==> config.mk <==
export PLATFORM = sky130hd
export DESIGN_NAME = gregorian_day_span
export DESIGN_NICKNAME = d
export VERILOG_FILES = /design/src/sv/gds_pkg.sv /design/src/sv/gds_date_num.sv /design/src/sv/gregorian_day_span.sv
export SDC_FILE = /design/constraint.sdc
export NUM_CORES = 2
export LEC_CHECK = 0
export ABC_AREA = 1
export BUFFER_PORTS_ARGS = -buffer_cell sky130_fd_sc_hd__buf_2
export CORE_ASPECT_RATIO = 0.7
export CORE_MARGIN = 5
export CORE_UTILIZATION = 65
export CTS_BUF_LIST = sky130_fd_sc_hd__clkbuf_4
export DETAILED_ROUTE_END_ITERATION = 12
export HOLD_SLACK_MARGIN = 0.05
export PLACE_DENSITY = 0.79
export RECOVER_POWER = 100
export SLEW_MARGIN = 0
export SYNTH_ARGS = -nofsm -noshare
export SYNTH_HDL_FRONTEND = slang
export SYNTH_SLANG_ARGS = --single-unit
==> constraint.sdc <==
create_clock -name clk -period 14.9 [get_ports clk]
set_input_delay 1.49 -clock clk [delete_from_list [all_inputs] [get_ports clk]]
set_output_delay 1.49 -clock clk [all_outputs]
set_load 0.01 [all_outputs]
==> src/sv/gds_pkg.sv <==
// shared types, constants and calendar tables for the day span block
`default_nettype none

package gds_pkg;

	typedef enum logic [1:0] {
		ST_OK      = 2'd0,
		ST_INVALID = 2'd1,
		ST_ORDER   = 2'd2
	} status_t;

	typedef struct packed {
		logic s1;
		logic s2;
	} pipe_en_t;

	localparam int DAY_W   = 5;
	localparam int MONTH_W = 4;
	localparam int YEAR_W  = 14;
	localparam int COUNT_W = 22;
	localparam int QUOT_W  = 8;
	localparam int MOFF_W  = 9;

	localparam logic [YEAR_W-1:0]  YEAR_MAX    = 14'd9999;
	localparam logic [MONTH_W-1:0] MONTH_MAX   = 4'd12;
	localparam logic [MONTH_W-1:0] MONTH_MARCH = 4'd3;

	// x / 100 == (x * RECIP_100) >> 19 for every 14 bit x
	localparam logic [26:0] RECIP_100 = 27'd5243;

	// days from march 1 to the first of the month, year taken to start in march
	function automatic logic [MOFF_W-1:0] month_offset(input logic [MONTH_W-1:0] m);
		logic [MOFF_W-1:0] r;
		begin
			case (m)
				4'd3:    r = 9'd0;
				4'd4:    r = 9'd31;
				4'd5:    r = 9'd61;
				4'd6:    r = 9'd92;
				4'd7:    r = 9'd122;
				4'd8:    r = 9'd153;
				4'd9:    r = 9'd184;
				4'd10:   r = 9'd214;
				4'd11:   r = 9'd245;
				4'd12:   r = 9'd275;
				4'd1:    r = 9'd306;
				4'd2:    r = 9'd337;
				default: r = 9'd0;
			endcase
			return r;
		end
	endfunction

	function automatic logic [DAY_W-1:0] month_len(input logic [MONTH_W-1:0] m,
			input logic leap);
		logic [DAY_W-1:0] r;
		begin
			case (m) inside
				4'd1, 4'd3, 4'd5, 4'd7, 4'd8, 4'd10, 4'd12: r = 5'd31;
				4'd4, 4'd6, 4'd9, 4'd11:                   r = 5'd30;
				4'd2:                                       r = leap ? 5'd29 : 5'd28;
				default:                                    r = 5'd0;
			endcase
			return r;
		end
	endfunction

endpackage

`default_nettype wire

==> src/sv/gds_date_num.sv <==
// two stage day number and validity check for one calendar date
`default_nettype none

module gds_date_num (
	input  logic                        clk,
	input  gds_pkg::pipe_en_t           en,
	input  logic [gds_pkg::DAY_W-1:0]   day,
	input  logic [gds_pkg::MONTH_W-1:0] month,
	input  logic [gds_pkg::YEAR_W-1:0]  year,
	output logic [gds_pkg::COUNT_W-1:0] num_s2,
	output logic                        ok_s2
);
	import gds_pkg::*;

	// stage 1: shifted year, quotients by 100, table lookups
	logic              early;
	logic [YEAR_W-1:0] adj_year;
	logic [26:0]       prod_y;
	logic [26:0]       prod_a;

	logic [YEAR_W-1:0]  year_s1;
	logic [YEAR_W-1:0]  adj_s1;
	logic [QUOT_W-1:0]  qy_s1;
	logic [QUOT_W-1:0]  qa_s1;
	logic [MOFF_W-1:0]  moff_s1;
	logic [DAY_W-1:0]   day_s1;
	logic [MONTH_W-1:0] month_s1;
	logic               yok_s1;
	logic               mok_s1;

	assign early    = month < MONTH_MARCH;
	assign adj_year = early ? year - 14'd1 : year;
	assign prod_y   = {13'd0, year} * RECIP_100;
	assign prod_a   = {13'd0, adj_year} * RECIP_100;

	always_ff @(posedge clk) begin
		if (en.s1) begin
			year_s1  <= year;
			adj_s1   <= adj_year;
			qy_s1    <= prod_y[26:19];
			qa_s1    <= prod_a[26:19];
			moff_s1  <= month_offset(month);
			day_s1   <= day;
			month_s1 <= month;
			yok_s1   <= (year != '0) && (year <= YEAR_MAX);
			mok_s1   <= (month != '0) && (month <= MONTH_MAX);
		end
	end

	// stage 2: leap rule, month length, day number sum
	logic [14:0]        hund;
	logic               century;
	logic               leap;
	logic [DAY_W-1:0]   mlen;
	logic [22:0]        num_c;

	assign hund    = {7'd0, qy_s1} * 15'd100;
	assign century = ({1'b0, year_s1} == hund);
	assign leap    = (year_s1[1:0] == 2'd0) && (!century || (qy_s1[1:0] == 2'd0));
	assign mlen    = month_len(month_s1, leap);

	assign num_c = {9'd0, adj_s1} * 23'd365
		+ 23'(adj_s1 >> 2)
		+ 23'(qa_s1 >> 2)
		+ 23'(moff_s1)
		+ 23'(day_s1)
		- 23'(qa_s1);

	always_ff @(posedge clk) begin
		if (en.s2) begin
			num_s2 <= num_c[COUNT_W-1:0];
			ok_s2  <= yok_s1 && mok_s1 && (day_s1 != '0) && (day_s1 <= mlen);
		end
	end

endmodule

`default_nettype wire

==> src/sv/gregorian_day_span.sv <==
// top level: inclusive day count between two gregorian dates
`default_nettype none

// Takes one date pair per clock while the output is not stalled and returns
// the inclusive day count with a status (ok, invalid date, end before start);
// the count is 0 on any error. Three register stages: year quotients by 100
// through reciprocal multiplies, then the leap rule and the day number sum for
// each date, then the compare and difference into the output register.
// Throughput is one word per cycle without output stalls, and a stall on the
// output lets empty stages fill before the input side stops.

module gregorian_day_span (
	input  logic        clk,
	input  logic        arst_n,
	input  logic        s_axis_tvalid,
	output logic        s_axis_tready,
	// start_day, start_month, start_year, end_day, end_month, end_year, zero pad
	input  logic [47:0] s_axis_tdata,
	output logic        m_axis_tvalid,
	input  logic        m_axis_tready,
	// day_count, zero pad
	output logic [23:0] m_axis_tdata,
	// status
	output logic [1:0]  m_axis_tuser
);
	import gds_pkg::*;

	pipe_en_t           en;
	logic               en_s3;
	logic               valid_s1;
	logic               valid_s2;
	logic               valid_s3;

	logic [COUNT_W-1:0] num_st_s2;
	logic [COUNT_W-1:0] num_en_s2;
	logic               ok_st_s2;
	logic               ok_en_s2;

	status_t            status_c;
	logic [COUNT_W-1:0] count_c;
	status_t            status_s3;
	logic [COUNT_W-1:0] count_s3;

	assign en_s3         = !valid_s3 || m_axis_tready;
	assign en.s2         = !valid_s2 || en_s3;
	assign en.s1         = !valid_s1 || en.s2;
	assign s_axis_tready = en.s1;

	always_ff @(posedge clk or negedge arst_n) begin
		if (!arst_n) begin
			valid_s1 <= 1'b0;
			valid_s2 <= 1'b0;
			valid_s3 <= 1'b0;
		end else begin
			if (en.s1) valid_s1 <= s_axis_tvalid;
			if (en.s2) valid_s2 <= valid_s1;
			if (en_s3) valid_s3 <= valid_s2;
		end
	end

	gds_date_num u_start (
		.clk    (clk),
		.en     (en),
		.day    (s_axis_tdata[4:0]),
		.month  (s_axis_tdata[8:5]),
		.year   (s_axis_tdata[22:9]),
		.num_s2 (num_st_s2),
		.ok_s2  (ok_st_s2)
	);

	gds_date_num u_end (
		.clk    (clk),
		.en     (en),
		.day    (s_axis_tdata[27:23]),
		.month  (s_axis_tdata[31:28]),
		.year   (s_axis_tdata[45:32]),
		.num_s2 (num_en_s2),
		.ok_s2  (ok_en_s2)
	);

	always_comb begin
		status_c = ST_OK;
		count_c  = '0;
		if (!ok_st_s2 || !ok_en_s2) begin
			status_c = ST_INVALID;
		end else if (num_en_s2 < num_st_s2) begin
			status_c = ST_ORDER;
		end else begin
			count_c = num_en_s2 - num_st_s2 + 22'd1;
		end
	end

	always_ff @(posedge clk) begin
		if (en_s3) begin
			status_s3 <= status_c;
			count_s3  <= count_c;
		end
	end

	assign m_axis_tvalid = valid_s3;
	assign m_axis_tdata  = {2'b00, count_s3};
	assign m_axis_tuser  = status_s3;

endmodule

`default_nettype wire

# Word level (Yosys, flattened, before mapping)
# Memory sizes are Yosys's and may differ from the RTL's. A register that Yosys moved wholly into a read port is not among the register bits.
# Index checks and enable logic that the tools add are counted.
[word_totals]
mem_count = 2
out_inout_bits = 28
register_bits = 183
rom_bits = 288
elab_cells = 135
in_bits = 52
[memory_table]
columns = ["name", "words", "width", "rd", "rd_ports_with_merged_regs", "wr", "line_no", "rtl"]
rows = [
  ["(name not given)", 16, 9, 1, 1, 0, "gds_pkg.sv:35", "case (m)"],
  ["(name not given)", 16, 9, 1, 1, 0, "gds_pkg.sv:35", ""],
]
[classes]
n_lt_le_gt_ge = 9
reduce_logical = 40
muxes = 11
multipliers = 8
n_addsub = 14
eq_ne = 26
[op_table]
columns = ["op", "n"]
rows = [
  ["$mul A14 B13 Y27 const B", 4],
  ["$add A22 B12 Y22", 2],
  ["$add A22 B5 Y22", 2],
  ["$add A22 B6 Y22", 2],
  ["$add A22 B9 Y22", 2],
  ["$mul A14 B9 Y22 const B", 2],
  ["$sub A22 B8 Y22", 2],
  ["$eq A4 B4 Y1 const B", 10],
  ["$eq A4 B3 Y1 const B", 8],
  ["$eq A14 B15 Y1", 2],
  ["$mux W5", 6],
  ["$le A14 B14 Y1 const B", 2],
  ["$mux W14", 2],
  ["$reduce_bool A14 Y1", 2],
  ["$sub A14 B1 Y14 const B", 2],
  ["$mul A8 B5 Y13 const B", 2],
  ["$add A22 B1 Y22 const B", 1],
  ["$lt A22 B22 Y1", 1],
  ["$sub A22 B22 Y22", 1],
  ["$eq A4 B2 Y1 const B", 4],
  ["$reduce_or A7 Y1", 2],
  ["$logic_and A1 B1 Y1", 12],
  ["$le A5 B5 Y1", 2],
  ["$reduce_bool A5 Y1", 2],
  ["other kinds (11)", 31],
]

# Logic depth before layout (Yosys ltp)
[depth]
ltp_word = 11
mapped_depth = 33
mapped_depth_nobuf = 33

# Modules after synthesis
# From an unflattened synthesis, not the netlist that was laid out.
[hier_totals]
cells_unflattened = 4117
hier_area_um2 = 36566.3
[modules_own_cells]
columns = ["mod", "cells_each", "n_inst", "seq_area_each_um2", "area_per_inst_um2"]
rows = [
  ["gds_date_num at u_start", 1887, 1, 2612.5, 16824.9],
  ["gds_date_num at u_end", 1807, 1, 2612.5, 16654.7],
  ["gregorian_day_span", 423, 1, 795.8, 3086.7],
]

# Least setup slack after synthesis
# OpenSTA, ideal clock, no wires.
[synth_path]
kind = "in2reg"
from = "input s_axis_tdata[34]"
to = "register u_end.qa_s1[5], data pin"
required_ps = 14647
cell_stages = 26
setup_time_ps = 253
setup_slack_ps = 8149
t_arrival_ps = 6499
path_buffers = 0
cell_sequence = "inv_1 ha_1 inv_1 a21oi_1 nand2_1 nand2_1 nand3_4 nor2_4 nand2_2 o21ai_0 nand2_1 xor2_1 fa_1 ha_1 fa_1 inv_1 fa_1 fa_1 inv_1 ha_1 a21oi_1 o21ai_0 a211oi_1 nand3_1 nand2_1 nand2_1"
[synth_between]
elab_chain_cells = 3
[synth_rtl]
columns = ["item", "line_no", "rtl"]
rows = [
  ["start: declaration", "gregorian_day_span.sv:18", "input logic [47:0] s_axis_tdata,"],
  ["$sub A14 B1 Y14", "gds_date_num.sv:32", "assign adj_year = early ? year - 14'd1 : year;"],
  ["$mux W14", "gds_date_num.sv:32", ""],
  ["via u_end.adj_year[13]", "gds_date_num.sv:17", "logic [YEAR_W-1:0] adj_year;"],
  ["$mul A14 B13 Y27", "gds_date_num.sv:34", "assign prod_a = {13'd0, adj_year} * RECIP_100;"],
  ["via u_end.prod_a[24]", "gds_date_num.sv:19", "logic [26:0] prod_a;"],
  ["end signal: assignment", "gds_date_num.sv:41", "qa_s1 <= prod_a[26:19];"],
  ["end: declaration", "gds_date_num.sv:24", "logic [QUOT_W-1:0] qa_s1;"],
]
# The timed path passes the listed nets, and every way through them passes these cells.
# A chain may end at the register's enable or synchronous reset.

# Worst setup path after layout
[layout_path]
from = "input m_axis_tready"
to = "register u_end.qy_s1[5], enable pin"
[layout_between]
elab_chain_cells = 3
[layout_rtl]
columns = ["item", "line_no", "rtl"]
rows = [
  ["start: declaration", "gregorian_day_span.sv:20", "input logic m_axis_tready,"],
  ["$logic_or A1 B1 Y1", "gregorian_day_span.sv:44", "assign en_s3 = !valid_s3 || m_axis_tready;"],
  ["via en_s3", "gregorian_day_span.sv:29", "logic en_s3;"],
  ["$logic_or A1 B1 Y1", "gregorian_day_span.sv:45", "assign en.s2 = !valid_s2 || en_s3;"],
  ["$logic_or A1 B1 Y1", "gregorian_day_span.sv:46", "assign en.s1 = !valid_s1 || en.s2;"],
  ["end signal: assignment", "gds_date_num.sv:40", "qy_s1 <= prod_y[26:19];"],
  ["end: declaration", "gds_date_num.sv:23", "logic [QUOT_W-1:0] qy_s1;"],
]
# The timed path passes the listed nets, and every way through them passes these cells.

==> run_results.csv <==
group,metric,value,unit
setup_path,worstPathArrival,8560,ps
setup_path,path_buf_inv,5,
clock_tree,path_clk_slew,60,ps
clock_tree,cts_max_level,2,
clock_tree,root_buffer,"clkbuf_4",
place,place_area,37700,sq um
timing,clock_skew,87.4,ps
drt,wire_per_inst,17.0,microns
place,globalplace.congestion,0.964,
die,die_w,292,microns
die,num_rows,72,
drt,drc,0,
timing,maxSlewHeadroom,-145,%
setup_path,cp-start-kind,"input pin",
timing,period_minus_slack,8240,ps
drt,viasPerCell,5.37,
clock_tree,cts_sinks,201,
clock_tree,clk_latency,820,ps
timing,rsz0062_at_grt,"false",
global_route,grt_usage,28.3,%
layout,final_nets,5448,
setup_path,slowest_delay,2690,ps
yosys,synth_cell_types,52,
yosys,synthFlopType,"edfxtp_1",
place,hpwl,73400,microns
setup_path,path_cells,"buf_2 > inv_1 > nand2_1 > clkbuf_1 > nor2_1 > nand2_4 > clkbuf_1 > clkbuf_1",
global_route,grt_pass1_vias,27400,
setup_path,rr_endpoint,"u_end.qy_s1[5]$_DFFE_PP_",
setup_path,cp-end-kind,"flop",
global_route,grt_remaining_overflow,0,
setup_path,crit_fanout,66,
layout,drive_gt1_share,2.51,%
timing,fin_setup_tns,0,ps
layout,stdcell_area,38100,sq um
yosys,ys_warn_count,0,
clock_tree,cts_made_buffers,53,
yosys,syn_inst,4055,
layout,area_delta_synth_final,4.86,%
global_route,grt_pass1_wl,140000,microns
yosys,synth_area_leaders,"ha_1 26%, fa_1 25%, edfxtp_1 16%",
place,numPortBuffers,75,
clock_tree,cts_hold_buf,0,
flow_run,drv_cap,4,
die,die_area,60800,sq um
setup_path,reg2reg_depth,6,
timing,worst_pin_slew,3680,ps
setup_path,critical-path-top-delay-family,"buffers and inverters",
drt,vias,26700,
yosys,synth-seq-cells,201,
drt,ant_nets,0,
setup_path,timing.rr.start,"m_axis_tvalid$_DFFE_PN0P_",
yosys,synth.avg_cell_area,8.95,sq um
timing,finalSetupViolCount,0,
yosys,synthesis.area,36300,sq um
drt,drt_iter0_drc,1984,
timing,finalHoldWorstSlack,527,ps
timing,max_freq,121,MHz
yosys,ys_async_sr_fraction,1.49,%
clock_tree,cts_setup_buffers,0,
layout,seqCellArea,6020,sq um
layout,nFillCells,4394,
yosys,synth_largest_area_cell,"ha_1",
drt,dr.pass1.iters,6,
die,die_h,208,microns
yosys,synth_edf_count,198,
setup_path,path_class,"input pin to flop",
clock_tree,cts_tree,"built",
die,start_util,65.8,%
clock_tree,cts_resized,0,
layout,utilization,69.0,%
timing,drv_slew,207,
setup_path,cp.required,15220,ps
outcome,violations,"capacitance limit, slew limit",
setup_path,cpMostUsedCell,"clkbuf_1",
timing,hold_viol,0,
global_route,grt_antenna_before_repair,3,
hold_path,hold_class,"input pin to async pin",
yosys,synth_commonest_cells,"1,104 x inv_1, 760 x ha_1, 531 x nand2_1",
clock_tree,cts_buffer_depth,3,
setup_path,slowest_stage,"clkbuf_1",
yosys,synthMostInstantiatedCell,"inv_1",
layout,multi_input_area,26000,sq um
yosys,ys_seq_area_share,16.6,%
outcome,status,"finished, violations left",
die,core_area,55200,sq um
drt,drt-total-wl,84500,microns
global_route,grt_max_degree,67,
setup_path,ff2ff_setup_slack,7060,ps
yosys,synth.top_cell.area_share,26.2,%
timing,period_share,55.3,%
die,ioPinCount,80,
[cell type report]
class	instances	area share, %
Clock buffer	71	1.40
Clock inverter	16	0.207
Inverter	1112	11.0
Timing Repair Buffer	84	0.864
Sequential cell	201	15.8
Multi-Input combinational cell	2738	68.3
Tap cell	740	2.43
Antenna cell	1	0.00657
[logic make-up after synthesis]
family	Yosys count	share of synthesized area (%)
buffers and inverters	1117	11.6
AOI/OAI and AO/OA	378	5.93
xor gates and xnor gates	122	3.02
DFF	201	16.6
adders and majority gates	1206	50.8
other	1	0.0103
and+or+nand+nor	1030	12.1
[metal layers]
| metal | routed length [microns] | track usage [%] |
|---|---|---|
| met4 | 1500 | 5.32 |
| met3 | 6400 | 4.93 |
| met1 | 40100 | 42.6 |
| met5 | 11 | 0 |
| met2 | 36500 | 43.6 |
[flip-flops by register name (all words and copies together) (netlist names), 2 cells and up]
signal	count
u_end.qa_s1	8
u_start.year_s1	14
u_end.moff_s1	9
u_start.qy_s1	8
count_s3	22
u_start.qa_s1	8
u_start.adj_s1	14
u_end.num_s2	22
u_start.month_s1	4
m_axis_tuser	2
u_end.qy_s1	8
u_end.month_s1	4
u_start.moff_s1	9
u_start.num_s2	22
u_start.day_s1	5
u_end.adj_s1	14
u_end.year_s1	14
u_end.day_s1	5
[metrics by stage]
| stage | instances | worst slack (ps) |
|---|---|---|
| after floorplan | 4056 | 8150 |
| after global placement | 4875 | 7240 |
| after detailed placement | 4875 | 7170 |
| after CTS | 4962 | 7970 |
| after global routing | 4963 | 6060 |
| final | 4963 | 6660 |
[worst max-delay path by stage]
stage                                     endpoint  depth (start not counted)  slack, ps              from
after global placement    u_end.qa_s1[5]$_DFFE_PP_                         23       7240  s_axis_tdata[34]
after floorplan           u_end.qa_s1[5]$_DFFE_PP_                         26       8150  s_axis_tdata[34]
after CTS                 u_end.qa_s1[5]$_DFFE_PP_                         23       7970  s_axis_tdata[34]
after global routing      u_end.qa_s1[0]$_DFFE_PP_                          8       6060     m_axis_tready
final                     u_end.qy_s1[5]$_DFFE_PP_                          8       6660     m_axis_tready
after detailed placement  u_end.qa_s1[5]$_DFFE_PP_                         23       7170  s_axis_tdata[34]
[cells in the final DEF (no fill, tap or decap), types with 9 or more instances in the layout]
cell type,instances
fa_1,446
ha_1,760
o21bai_1,19
xor2_1,84
nand2_1,531
nor2_1,226
clkinv_1,10
clkbuf_1,73
nand3b_1,9
buf_2,11
xnor2_1,38
nor4_1,9
a21oi_1,164
clkbuf_4,71
a21o_1,32
nand3_1,155
inv_1,1109
o21ai_0,104
nand4_1,39
nor3_1,42
edfxtp_1,198
a31oi_1,14
Power is not shown: default switching activity piles up to over one toggle a cycle in this logic, so the estimate is an artifact.
